`config.mk`:
```
export PLATFORM = sky130hd
export DESIGN_NAME = otp_calibration_validator_core
export DESIGN_NICKNAME = d
export VERILOG_FILES = /design/src/rtl/otpcv_pkg.sv /design/src/rtl/otp_calibration_validator_core.sv /design/src/rtl/otpcv_ctrl.sv /design/src/rtl/otpcv_dp.sv
export SDC_FILE = /design/constraint.sdc
export NUM_CORES = 2
export LEC_CHECK = 0
export BUFFER_PORTS_ARGS = -buffer_cell sky130_fd_sc_hd__buf_2
export CORE_MARGIN = 5
export CORE_UTILIZATION = 65
export CTS_CLUSTER_SIZE = 28
export DETAILED_ROUTE_END_ITERATION = 6
export PLACE_DENSITY = 0.8
export SYNTH_ARGS = -nofsm -noshare
export SYNTH_HDL_FRONTEND = slang
export SYNTH_SLANG_ARGS = --single-unit
```
`constraint.sdc`:
```
create_clock -name i_clk -period 21.3 [get_ports i_clk]
set_input_delay 5.325 -clock i_clk [delete_from_list [all_inputs] [get_ports i_clk]]
set_output_delay 5.325 -clock i_clk [all_outputs]
set_load 0.01 [all_outputs]
```
`src/rtl/otpcv_pkg.sv`:
```
// Shared types, constants and register map of the calibration image validator.
package otpcv_pkg;

    localparam int IMAGE_BYTES_DEF = 7233;
    localparam int OFFSET_W = 13;
    localparam int ADDR_W = 4;
    localparam int DEV_W = 24;
    localparam int WORD_W = 16;
    localparam int SQ_W = 2 * WORD_W;
    localparam int SCALE_SH = 20;
    localparam int QUO_W = SQ_W + SCALE_SH;
    localparam int ACC_W = QUO_W + 2;
    localparam int CNT_W = 6;
    localparam int CHAN_W = 2;

    localparam logic [OFFSET_W-1:0] VENDOR_POS = 13'h0001;
    localparam logic [OFFSET_W-1:0] BAL_START  = 13'h0cac;
    localparam logic [OFFSET_W-1:0] BAL_END    = 13'h0cb7;

    localparam logic [OFFSET_W-1:0] HEAD0 = 13'h0000;
    localparam logic [OFFSET_W-1:0] HEAD1 = 13'h0020;
    localparam logic [OFFSET_W-1:0] HEAD2 = 13'h0045;
    localparam logic [OFFSET_W-1:0] HEAD3 = 13'h0cab;
    localparam logic [OFFSET_W-1:0] HEAD4 = 13'h0ce1;
    localparam logic [OFFSET_W-1:0] HEAD5 = 13'h143f;
    localparam logic [OFFSET_W-1:0] TAIL0 = 13'h001f;
    localparam logic [OFFSET_W-1:0] TAIL1 = 13'h0044;
    localparam logic [OFFSET_W-1:0] TAIL2 = 13'h0065;
    localparam logic [OFFSET_W-1:0] TAIL3 = 13'h0ce0;
    localparam logic [OFFSET_W-1:0] TAIL4 = 13'h143e;
    localparam logic [OFFSET_W-1:0] TAIL5 = 13'h1c40;

    localparam logic [DEV_W-1:0] DEV_MAX = 24'hFFFFFF;
    localparam logic [CNT_W-1:0] DIV_LAST = CNT_W'(QUO_W - 1);
    localparam logic [CHAN_W-1:0] CHAN_LAST = 2'd2;

    localparam logic [7:0] VENDOR_RST = 8'd1;
    localparam logic [7:0] FLAG_RST = 8'd1;
    localparam logic [DEV_W-1:0] LIMIT_RST = 24'd10485;

    typedef enum logic [1:0] {
        REG_VENDOR = 2'd0,
        REG_FLAG   = 2'd1,
        REG_LIMIT  = 2'd2
    } t_reg_idx;

    typedef enum logic [2:0] {
        ERR_OK     = 3'd0,
        ERR_GROUP  = 3'd1,
        ERR_VENDOR = 3'd2,
        ERR_SUM    = 3'd3,
        ERR_AWB    = 3'd4
    } t_err;

    typedef enum logic [2:0] {
        S_IDLE,
        S_RECV,
        S_EVAL,
        S_MUL,
        S_DIV,
        S_ACC,
        S_FIN
    } t_state;

    typedef struct packed {
        logic take;
        logic eval;
        logic mul;
        logic div;
        logic acc;
        logic fin;
    } t_cmd;

    typedef struct packed {
        logic at_last;
        logic last_pos;
        logic bad;
        logic gzero;
        logic div_done;
        logic chan_last;
        logic out_pending;
    } t_status;

endpackage

```
`src/rtl/otp_calibration_validator_core.sv`:
```
// Top level of the calibration image validator: register port, sequencer and datapath.
//
//   Channel   Direction  Handshake          Payload
//   input     in         i_valid / o_ready  i_data_byte, i_first
//   result    out        o_valid / i_ready  o_pass, o_error_code, o_awb_deviation
//   config    in         psel / penable     paddr, pwrite, pwdata, prdata, pready
//
// While an image is received, the intake runs at one request per clock.
// After the last byte, the check goes straight to the result when a flag, vendor or
// checksum test failed or a golden word is zero; otherwise it first runs three channels
// in turn, each a square, a 52-step restoring divider and an accumulate.
// Reset is synchronous and active low; it restores the register defaults and leaves the
// block waiting for a byte marked first.
// A result waits in its output register; bytes keep flowing while it waits, and only
// the last byte of the next image is held back until the result has been taken.
module otp_calibration_validator_core #(
    parameter int IMAGE_BYTES = otpcv_pkg::IMAGE_BYTES_DEF
) (
    input  logic                          i_clk,
    input  logic                          i_rst_n,
    input  logic                          i_valid,
    output logic                          o_ready,
    input  logic [7:0]                    i_data_byte,
    input  logic                          i_first,
    output logic                          o_valid,
    input  logic                          i_ready,
    output logic                          o_pass,
    output logic [2:0]                    o_error_code,
    output logic [otpcv_pkg::DEV_W-1:0]   o_awb_deviation,
    input  logic                          psel,
    input  logic                          penable,
    input  logic                          pwrite,
    input  logic [otpcv_pkg::ADDR_W-1:0]  paddr,
    input  logic [31:0]                   pwdata,
    output logic [31:0]                   prdata,
    output logic                          pready
);
    import otpcv_pkg::*;

    logic [7:0]       r_expected_vendor;
    logic [7:0]       r_valid_flag_value;
    logic [DEV_W-1:0] r_awb_limit;
    logic             cfg_write;
    t_reg_idx         reg_idx;
    t_cmd             cmd;
    t_status          status;

    // The register file is written in the access phase of a write request.
    assign pready    = 1'b1;
    assign cfg_write = psel && penable && pwrite && pready;
    assign reg_idx   = t_reg_idx'(paddr[ADDR_W-1:2]);

    always_ff @(posedge i_clk) begin
        if (!i_rst_n) begin
            r_expected_vendor  <= VENDOR_RST;
            r_valid_flag_value <= FLAG_RST;
            r_awb_limit        <= LIMIT_RST;
        end else if (cfg_write) begin
            case (reg_idx)
                REG_VENDOR: r_expected_vendor <= pwdata[7:0];
                REG_FLAG:   r_valid_flag_value <= pwdata[7:0];
                REG_LIMIT:  r_awb_limit <= pwdata[DEV_W-1:0];
                default:    r_awb_limit <= r_awb_limit;
            endcase
        end
    end

    // Reads outside the register list return zero.
    always_comb begin
        case (reg_idx)
            REG_VENDOR: prdata = {24'd0, r_expected_vendor};
            REG_FLAG:   prdata = {24'd0, r_valid_flag_value};
            REG_LIMIT:  prdata = {8'd0, r_awb_limit};
            default:    prdata = '0;
        endcase
    end

    otpcv_ctrl u_ctrl (
        .i_clk    (i_clk),
        .i_rst_n  (i_rst_n),
        .i_valid  (i_valid),
        .i_first  (i_first),
        .i_status (status),
        .o_ready  (o_ready),
        .o_cmd    (cmd)
    );

    otpcv_dp #(
        .IMAGE_BYTES (IMAGE_BYTES)
    ) u_dp (
        .i_clk              (i_clk),
        .i_rst_n            (i_rst_n),
        .i_cmd              (cmd),
        .i_data_byte        (i_data_byte),
        .i_first            (i_first),
        .i_expected_vendor  (r_expected_vendor),
        .i_valid_flag_value (r_valid_flag_value),
        .i_awb_limit        (r_awb_limit),
        .i_out_take         (i_ready),
        .o_status           (status),
        .o_valid            (o_valid),
        .o_pass             (o_pass),
        .o_error_code       (o_error_code),
        .o_awb_deviation    (o_awb_deviation)
    );

endmodule

```
`src/rtl/otpcv_ctrl.sv`:
```
// Sequencer of the validator: byte intake, deviation steps and result hand-off.
module otpcv_ctrl (
    input  logic               i_clk,
    input  logic               i_rst_n,
    input  logic               i_valid,
    input  logic               i_first,
    input  otpcv_pkg::t_status i_status,
    output logic               o_ready,
    output otpcv_pkg::t_cmd    o_cmd
);
    import otpcv_pkg::*;

    t_state r_state;
    t_state n_state;
    logic   take;

    always_ff @(posedge i_clk) begin
        if (!i_rst_n) begin
            r_state <= S_IDLE;
        end else begin
            r_state <= n_state;
        end
    end

    always_comb begin
        o_ready = (r_state == S_IDLE) ||
                  ((r_state == S_RECV) && !(i_status.last_pos && i_status.out_pending));
        take = i_valid && o_ready && (i_first || (r_state == S_RECV));
    end

    always_comb begin
        n_state = r_state;
        case (r_state)
            S_IDLE: begin
                if (take) n_state = S_RECV;
            end
            S_RECV: begin
                if (take && i_status.at_last) n_state = S_EVAL;
            end
            S_EVAL: begin
                n_state = (i_status.bad || i_status.gzero) ? S_FIN : S_MUL;
            end
            S_MUL:  n_state = S_DIV;
            S_DIV: begin
                if (i_status.div_done) n_state = S_ACC;
            end
            S_ACC: begin
                n_state = i_status.chan_last ? S_FIN : S_MUL;
            end
            S_FIN:  n_state = S_IDLE;
            default: n_state = S_IDLE;
        endcase
    end

    always_comb begin
        o_cmd      = '0;
        o_cmd.take = take;
        case (r_state)
            S_EVAL:  o_cmd.eval = 1'b1;
            S_MUL:   o_cmd.mul = 1'b1;
            S_DIV:   o_cmd.div = 1'b1;
            S_ACC:   o_cmd.acc = 1'b1;
            S_FIN:   o_cmd.fin = 1'b1;
            default: o_cmd.eval = 1'b0;
        endcase
    end

endmodule

```
`src/rtl/otpcv_dp.sv`:
```
// Datapath of the validator: byte checks, balance words, serial divider, result register.
module otpcv_dp #(
    parameter int IMAGE_BYTES = otpcv_pkg::IMAGE_BYTES_DEF
) (
    input  logic                         i_clk,
    input  logic                         i_rst_n,
    input  otpcv_pkg::t_cmd              i_cmd,
    input  logic [7:0]                   i_data_byte,
    input  logic                         i_first,
    input  logic [7:0]                   i_expected_vendor,
    input  logic [7:0]                   i_valid_flag_value,
    input  logic [otpcv_pkg::DEV_W-1:0]  i_awb_limit,
    input  logic                         i_out_take,
    output otpcv_pkg::t_status           o_status,
    output logic                         o_valid,
    output logic                         o_pass,
    output logic [2:0]                   o_error_code,
    output logic [otpcv_pkg::DEV_W-1:0]  o_awb_deviation
);
    import otpcv_pkg::*;

    localparam logic [OFFSET_W-1:0] LAST_POS = OFFSET_W'(IMAGE_BYTES - 1);

    logic [OFFSET_W-1:0] r_offset;
    logic [7:0]          r_sum;
    logic                r_flag_bad;
    logic                r_vendor_bad;
    logic                r_sum_bad;
    logic [WORD_W-1:0]   r_words [6];
    logic                r_gzero;
    logic [SQ_W-1:0]     r_den;
    logic [SQ_W-1:0]     r_rem;
    logic [QUO_W-1:0]    r_quo;
    logic [CNT_W-1:0]    r_cnt;
    logic [CHAN_W-1:0]   r_chan;
    logic [ACC_W-1:0]    r_acc;
    logic                r_out_valid;
    logic                r_pass;
    t_err                r_code;
    logic [DEV_W-1:0]    r_dev;

    logic [OFFSET_W-1:0] pos;
    logic [OFFSET_W-1:0] rel;
    logic [7:0]          sum_base;
    logic [8:0]          sum_wide;
    logic [7:0]          sum_add;
    logic                is_head;
    logic                is_flag;
    logic                is_body;
    logic                is_tail;
    logic                is_bal;
    logic [WORD_W-1:0]   diff;
    logic [SQ_W-1:0]     dsq;
    logic [SQ_W-1:0]     gsq;
    logic [SQ_W:0]       trial;
    logic [SQ_W:0]       trial_sub;
    logic                trial_ge;
    t_err                fin_code;
    logic [DEV_W-1:0]    fin_dev;

    always_comb begin
        pos      = i_first ? '0 : r_offset;
        sum_base = i_first ? 8'd0 : r_sum;
        sum_wide = {1'b0, sum_base} + {1'b0, i_data_byte};
        sum_add  = (sum_wide >= 9'd255) ? 8'(sum_wide - 9'd255) : sum_wide[7:0];
        is_flag  = (pos == HEAD0) || (pos == HEAD1) || (pos == HEAD2) ||
                   (pos == HEAD3) || (pos == HEAD4);
        is_head  = is_flag || (pos == HEAD5);
        is_tail  = (pos == TAIL0) || (pos == TAIL1) || (pos == TAIL2) ||
                   (pos == TAIL3) || (pos == TAIL4) || (pos == TAIL5);
        is_body  = ((pos > HEAD0) && (pos < TAIL0)) || ((pos > HEAD1) && (pos < TAIL1)) ||
                   ((pos > HEAD2) && (pos < TAIL2)) || ((pos > HEAD3) && (pos < TAIL3)) ||
                   ((pos > HEAD4) && (pos < TAIL4)) || ((pos > HEAD5) && (pos < TAIL5));
        is_bal   = (pos >= BAL_START) && (pos <= BAL_END);
        rel      = pos - BAL_START;
    end

    // Byte intake: offset, region sums and sticky check flags.
    always_ff @(posedge i_clk) begin
        if (!i_rst_n) begin
            r_offset     <= '0;
            r_sum        <= '0;
            r_flag_bad   <= 1'b0;
            r_vendor_bad <= 1'b0;
            r_sum_bad    <= 1'b0;
        end else if (i_cmd.take) begin
            r_offset <= (pos < LAST_POS) ? pos + 1'b1 : pos;
            if (is_head) begin
                r_sum <= 8'd0;
            end else if (is_body) begin
                r_sum <= sum_add;
            end else begin
                r_sum <= sum_base;
            end
            r_flag_bad   <= (i_first ? 1'b0 : r_flag_bad) |
                            (is_flag && (i_data_byte != i_valid_flag_value));
            r_vendor_bad <= (i_first ? 1'b0 : r_vendor_bad) |
                            ((pos == VENDOR_POS) && (i_data_byte != i_expected_vendor));
            r_sum_bad    <= (i_first ? 1'b0 : r_sum_bad) |
                            (is_tail && ({1'b0, i_data_byte} != ({1'b0, sum_base} + 9'd1)));
        end
    end

    // Balance words: byte writes during intake, rotation between channels so that
    // the unit word sits at entry 0 and the golden word at entry 3.
    always_ff @(posedge i_clk) begin
        if (i_cmd.take && is_bal) begin
            for (int k = 0; k < 6; k++) begin
                if (rel[3:1] == 3'(k)) begin
                    if (rel[0]) begin
                        r_words[k][7:0] <= i_data_byte;
                    end else begin
                        r_words[k][15:8] <= i_data_byte;
                    end
                end
            end
        end else if (i_cmd.acc) begin
            r_words[0] <= r_words[1];
            r_words[1] <= r_words[2];
            r_words[2] <= r_words[0];
            r_words[3] <= r_words[4];
            r_words[4] <= r_words[5];
            r_words[5] <= r_words[3];
        end
    end

    always_comb begin
        diff      = (r_words[0] > r_words[3]) ? r_words[0] - r_words[3]
                                              : r_words[3] - r_words[0];
        dsq       = {16'd0, diff} * {16'd0, diff};
        gsq       = {16'd0, r_words[3]} * {16'd0, r_words[3]};
        trial     = {r_rem, r_quo[QUO_W-1]};
        trial_sub = trial - {1'b0, r_den};
        trial_ge  = (trial >= {1'b0, r_den});
    end

    // Squares, restoring divider (one quotient bit a cycle) and accumulator.
    always_ff @(posedge i_clk) begin
        if (!i_rst_n) begin
            r_cnt  <= '0;
            r_chan <= '0;
        end else if (i_cmd.eval) begin
            r_chan <= '0;
        end else if (i_cmd.mul) begin
            r_cnt <= '0;
        end else if (i_cmd.div) begin
            r_cnt <= r_cnt + 1'b1;
        end else if (i_cmd.acc) begin
            r_chan <= r_chan + 1'b1;
        end
    end

    always_ff @(posedge i_clk) begin
        if (i_cmd.eval) begin
            r_acc   <= '0;
            r_gzero <= (r_words[3] == '0) || (r_words[4] == '0) || (r_words[5] == '0);
        end
        if (i_cmd.mul) begin
            r_quo <= {dsq, {SCALE_SH{1'b0}}};
            r_den <= gsq;
            r_rem <= '0;
        end else if (i_cmd.div) begin
            r_quo <= {r_quo[QUO_W-2:0], trial_ge};
            r_rem <= trial_ge ? trial_sub[SQ_W-1:0] : trial[SQ_W-1:0];
        end
        if (i_cmd.acc) begin
            r_acc <= r_acc + {2'b00, r_quo};
        end
    end

    always_comb begin
        fin_dev = '0;
        if (r_flag_bad) begin
            fin_code = ERR_GROUP;
        end else if (r_vendor_bad) begin
            fin_code = ERR_VENDOR;
        end else if (r_sum_bad) begin
            fin_code = ERR_SUM;
        end else if (r_gzero) begin
            fin_code = ERR_AWB;
            fin_dev  = DEV_MAX;
        end else begin
            fin_code = (r_acc > {{(ACC_W-DEV_W){1'b0}}, i_awb_limit}) ? ERR_AWB : ERR_OK;
            fin_dev  = (r_acc > {{(ACC_W-DEV_W){1'b0}}, DEV_MAX}) ? DEV_MAX
                                                                   : r_acc[DEV_W-1:0];
        end
    end

    always_ff @(posedge i_clk) begin
        if (!i_rst_n) begin
            r_out_valid <= 1'b0;
        end else if (i_cmd.fin) begin
            r_out_valid <= 1'b1;
        end else if (i_out_take) begin
            r_out_valid <= 1'b0;
        end
    end

    always_ff @(posedge i_clk) begin
        if (i_cmd.fin) begin
            r_code <= fin_code;
            r_pass <= (fin_code == ERR_OK);
            r_dev  <= fin_dev;
        end
    end

    always_comb begin
        o_status.at_last     = (pos == LAST_POS);
        o_status.last_pos    = (r_offset == LAST_POS);
        o_status.bad         = r_flag_bad || r_vendor_bad || r_sum_bad;
        o_status.gzero       = (r_words[3] == '0) || (r_words[4] == '0) || (r_words[5] == '0);
        o_status.div_done    = (r_cnt == DIV_LAST);
        o_status.chan_last   = (r_chan == CHAN_LAST);
        o_status.out_pending = r_out_valid;
        o_valid              = r_out_valid;
        o_pass               = r_pass;
        o_error_code         = r_code;
        o_awb_deviation      = r_dev;
    end

endmodule

```
==> metrics.md <==
| Metric | Value |
|---|---|
| Share of the synthesized area in the top cell type | 19.9% |
| CP Class | in2out |
| Post-CTS sizing | 0 |
| Rel. slew slack | 13.2% |
| Number of remaining DRC errors | 0 |
| TNS Setup | 0 ns |
| First-pass GRT wire length | 145 mm |
| Worst slew pin tran | 1.29 ns |
| Clk slew on worst S/H paths | 0.06 ns |
| Mapped Area | 36,600 um2 |
| Via/cell ratio | 5.91 |
| Drt pass-1 iters | 6 |
| Reg-to-reg endpoint | u_dp.r_quo[51] |
| Final #Nets | 4,808 |
| Worst EP required | 15.98 ns |
| Placed Area | 37,700 um2 |
| Global Route Usage Sum | 29.1% |
| RR Startpoint | u_dp.r_words[0][50] |
| Status | finished clean |
| Antenna violations before repair | 0 |
| Synth Instances | 4,046 |
| Antenna viol nets, final | 0 |
| Port Buf Inserts | 95 |
| Via count | 28,700 |
| Hold Fails Final Rpt | 0 |
| Cell with the most instances after synthesis | inv_1 |
| Final Cycle Share | 55.3% |
| Crit-path slowest cell | nor2b_1 |
| Post-route minimum period | 11.78 ns |
| CP Data Arrival Time | 6.46 ns |
| Worst path max stage delay | 0.34 ns |
| Std cell rows | 87 |
| Synthesized flop and latch total | 370 |
| Total core area | 56,100 um2 |
| Critical Path Start | paddr[2] |
| Initial Util | 65.2% |
| Crit path capture type | output pin |
| Clock sink count | 370 |
| Inserted Diodes | 0 |
| Clk_skew | 0.0278 ns |
| Die Wd | 247 um |
| Setup WS post-layout | 9.52 ns |
| R2R depth | 38 |
| Multi-input gate area | 24,000 um2 |
| Fillers | 4,286 |
| Share of cells above drive strength 1 | 6.15% |
| H-tree Lvls | 2 |
| CP Launch Type | input port |
| Largest net degree at the start of global routing | 73 |
| P_leak | 18.1 nW |
| Final GP Congestion | 0.944 |
| Root buffer cell | clkbuf_16 |
| CTS tree | yes |
| Detailed placement HPWL | 66.0 mm |
| Wirelength per Cell | 18.1 um |
| Final number of setup-violating endpoints | 0 |
| Final core occ | 69.6% |
| Vias in the first global route | 28,700 |
| EDFF count, synth | 242 |
| Unrepaired setup endpoints after global routing | false |
| Die height | 247 um |
| Critical-path maximum fanout | 20 |
| # IOs | 115 |
| Hold buffer count at CTS | 0 |
| GR Overflow Total | 0 |
| Clock latency at the later pin of the worst-skew pair | 0.59 ns |
| Drt total wl | 87.9 mm |
| Synth top area cells | edfxtp_1 (20%), fa_1 (18%), ha_1 (12%) |
| Fmax | 84.9 MHz |
| Max-cap violations | 0 |
| Area added between synthesis and finish | 6.71% |
| Flop-to-flop setup slack | 9.72 ns |
| Place WS | 8.99 ns |
| Die area | 61,100 um2 |
| Syn_area_per_cell | 9.04 um2 |
| Pwr Density | 63.1 nW/um2 |
| Max rail drop VDD | 0.0626 mV |
| End point of the critical path | prdata[21] |
| Clock buffer depth | 3 |
| Worst hold path class | reg2reg |
| Initial DRC count | 2,240 |
| Reg area | 9830 um2 |
| Cell mode on critical path | buf_2 |
| Synth async-reset ratio | 0% |
| Final-report max-slew violation count | 0 |
| Crit path max-delay family | buffers and inverters |
| Most instantiated cells after synthesis | inv_1 (551), nand2_1 (482), ha_1 (357), nor2_1 (341), fa_1 (332) |
| Crit path buffers/inverters | 3 |
| CP Depth | 5 |
| Synth cell types | 84 |
| Post-CTS setup buffers | 0 |
| Top_reg_cell synth | edfxtp_1 |
| Worst path cell trace | buf_2, nor2b_1, buf_4, and2_1, buf_2 |
| Design Power | 2.46 mW |
| Cell taking the most area after synthesis | edfxtp_1 |
| Post-route cell area | 39,000 um2 |
| Cts bufs inserted | 41 |
| Yosys warns | 0 |
| Sequential area share after synthesis | 26.9% |
-- placed cells by master (no fill, tap or decap), types with 11 or more instances in the layout --
cell / count
nor2_1: 340
a21oi_1: 226
o211ai_1: 20
o22ai_1: 14
buf_4: 40
inv_1: 551
clkbuf_1: 13
fa_1: 332
clkbuf_16: 41
nor3_1: 57
mux2i_1: 63
a211oi_1: 18
clkinv_1: 11
a31oi_1: 18
nand2b_1: 43
nor2b_1: 33
xor2_1: 85
xnor2_1: 106
o21ai_0: 186
nand3_1: 51
nand4_1: 43
nand2_1: 481
and2_1: 37
edfxtp_1: 242
o21bai_1: 21
a21o_1: 114
or2_2: 14
dfxtp_1: 128
o21a_1: 53
nor4_1: 35
buf_2: 95
a22o_1: 22
ha_1: 357
and3_1: 23
-- tightest hold or removal path, delay by kind of cell, from the launching register on --
family | cells | cell delay (ns)
flops | 1 | 0.32
simple gates | 1 | 0.06
compound gates | 1 | 0.05
-- power by group --
group          total, mW  internal [mW]  switching (mW)
logic              0.898          0.395           0.503
registers          0.850          0.811          0.0390
clock network      0.713          0.411           0.303
total               2.46           1.62           0.845
-- through the flow --
| stage | instances | hold WS, ns |
|---|---|---|
| detailed placement | 4779 | 0.471 |
| floorplan | 4053 | 0.445 |
| global placement | 4779 | 0.466 |
| global route | 4856 | 0.501 |
| CTS | 4855 | 0.478 |
| finish | 4856 | 0.480 |
-- per-layer routing --
layer	track usage (%)	up-vias	part of all wire (%)
met5	0	-	0
met4	9.11	0	3.3
met3	3.95	180	6.9
met2	48.2	987	48
met1	40.0	13900	42
li1	-	13600	-
-- worst min path at each step --
stage / depth (start not counted) / start / end / slack [ns]
floorplan: 2 / r_awb_limit[10] / r_awb_limit[10] / 0.44
finish: 2 / r_awb_limit[20] / r_awb_limit[20] / 0.48
global route: 2 / r_awb_limit[12] / r_awb_limit[12] / 0.50
global placement: 2 / r_awb_limit[9] / r_awb_limit[9] / 0.47
detailed placement: 2 / r_awb_limit[20] / r_awb_limit[20] / 0.47
CTS: 2 / r_awb_limit[20] / r_awb_limit[20] / 0.48
-- flip-flops by register name, indices dropped and copies added, names as in the netlist, 2 cells and up --
| name | count |
|---|---|
| u_dp.o_error_code | 3 |
| u_dp.r_acc | 54 |
| u_ctrl.r_state | 3 |
| r_awb_limit | 24 |
| u_dp.r_rem | 32 |
| u_dp.r_quo | 52 |
| u_dp.r_chan | 2 |
| r_valid_flag_value | 8 |
| u_dp.r_words | 96 |
| u_dp.r_den | 31 |
| u_dp.r_cnt | 6 |
| u_dp.r_offset | 13 |
| r_expected_vendor | 8 |
| u_dp.o_awb_deviation | 24 |
| u_dp.r_sum | 8 |
-- cells by family after synthesis --
family	count (synthesis)	synth area share, %
and+or+nand+nor	1204	14.8
AOI/OAI and AO/OA	792	13.8
buffers and inverters	732	7.74
adders and majority gates	689	30.4
DFF	370	26.9
xor gates and xnor gates	193	4.64
muxes	64	1.76
other	2	0.0205
-- final cells by class --
| type | count | share of cell area, % |
|---|---|---|
| multi-input cells | 2951 | 61.5 |
| repair buffers | 135 | 1.99 |
| well taps | 756 | 2.42 |
| clock buffers | 58 | 2.90 |
| flip-flops and latches | 370 | 25.2 |
| inverters | 568 | 5.46 |
| clock inverters | 18 | 0.558 |
Note: power is estimated with default switching activity, not from simulation.
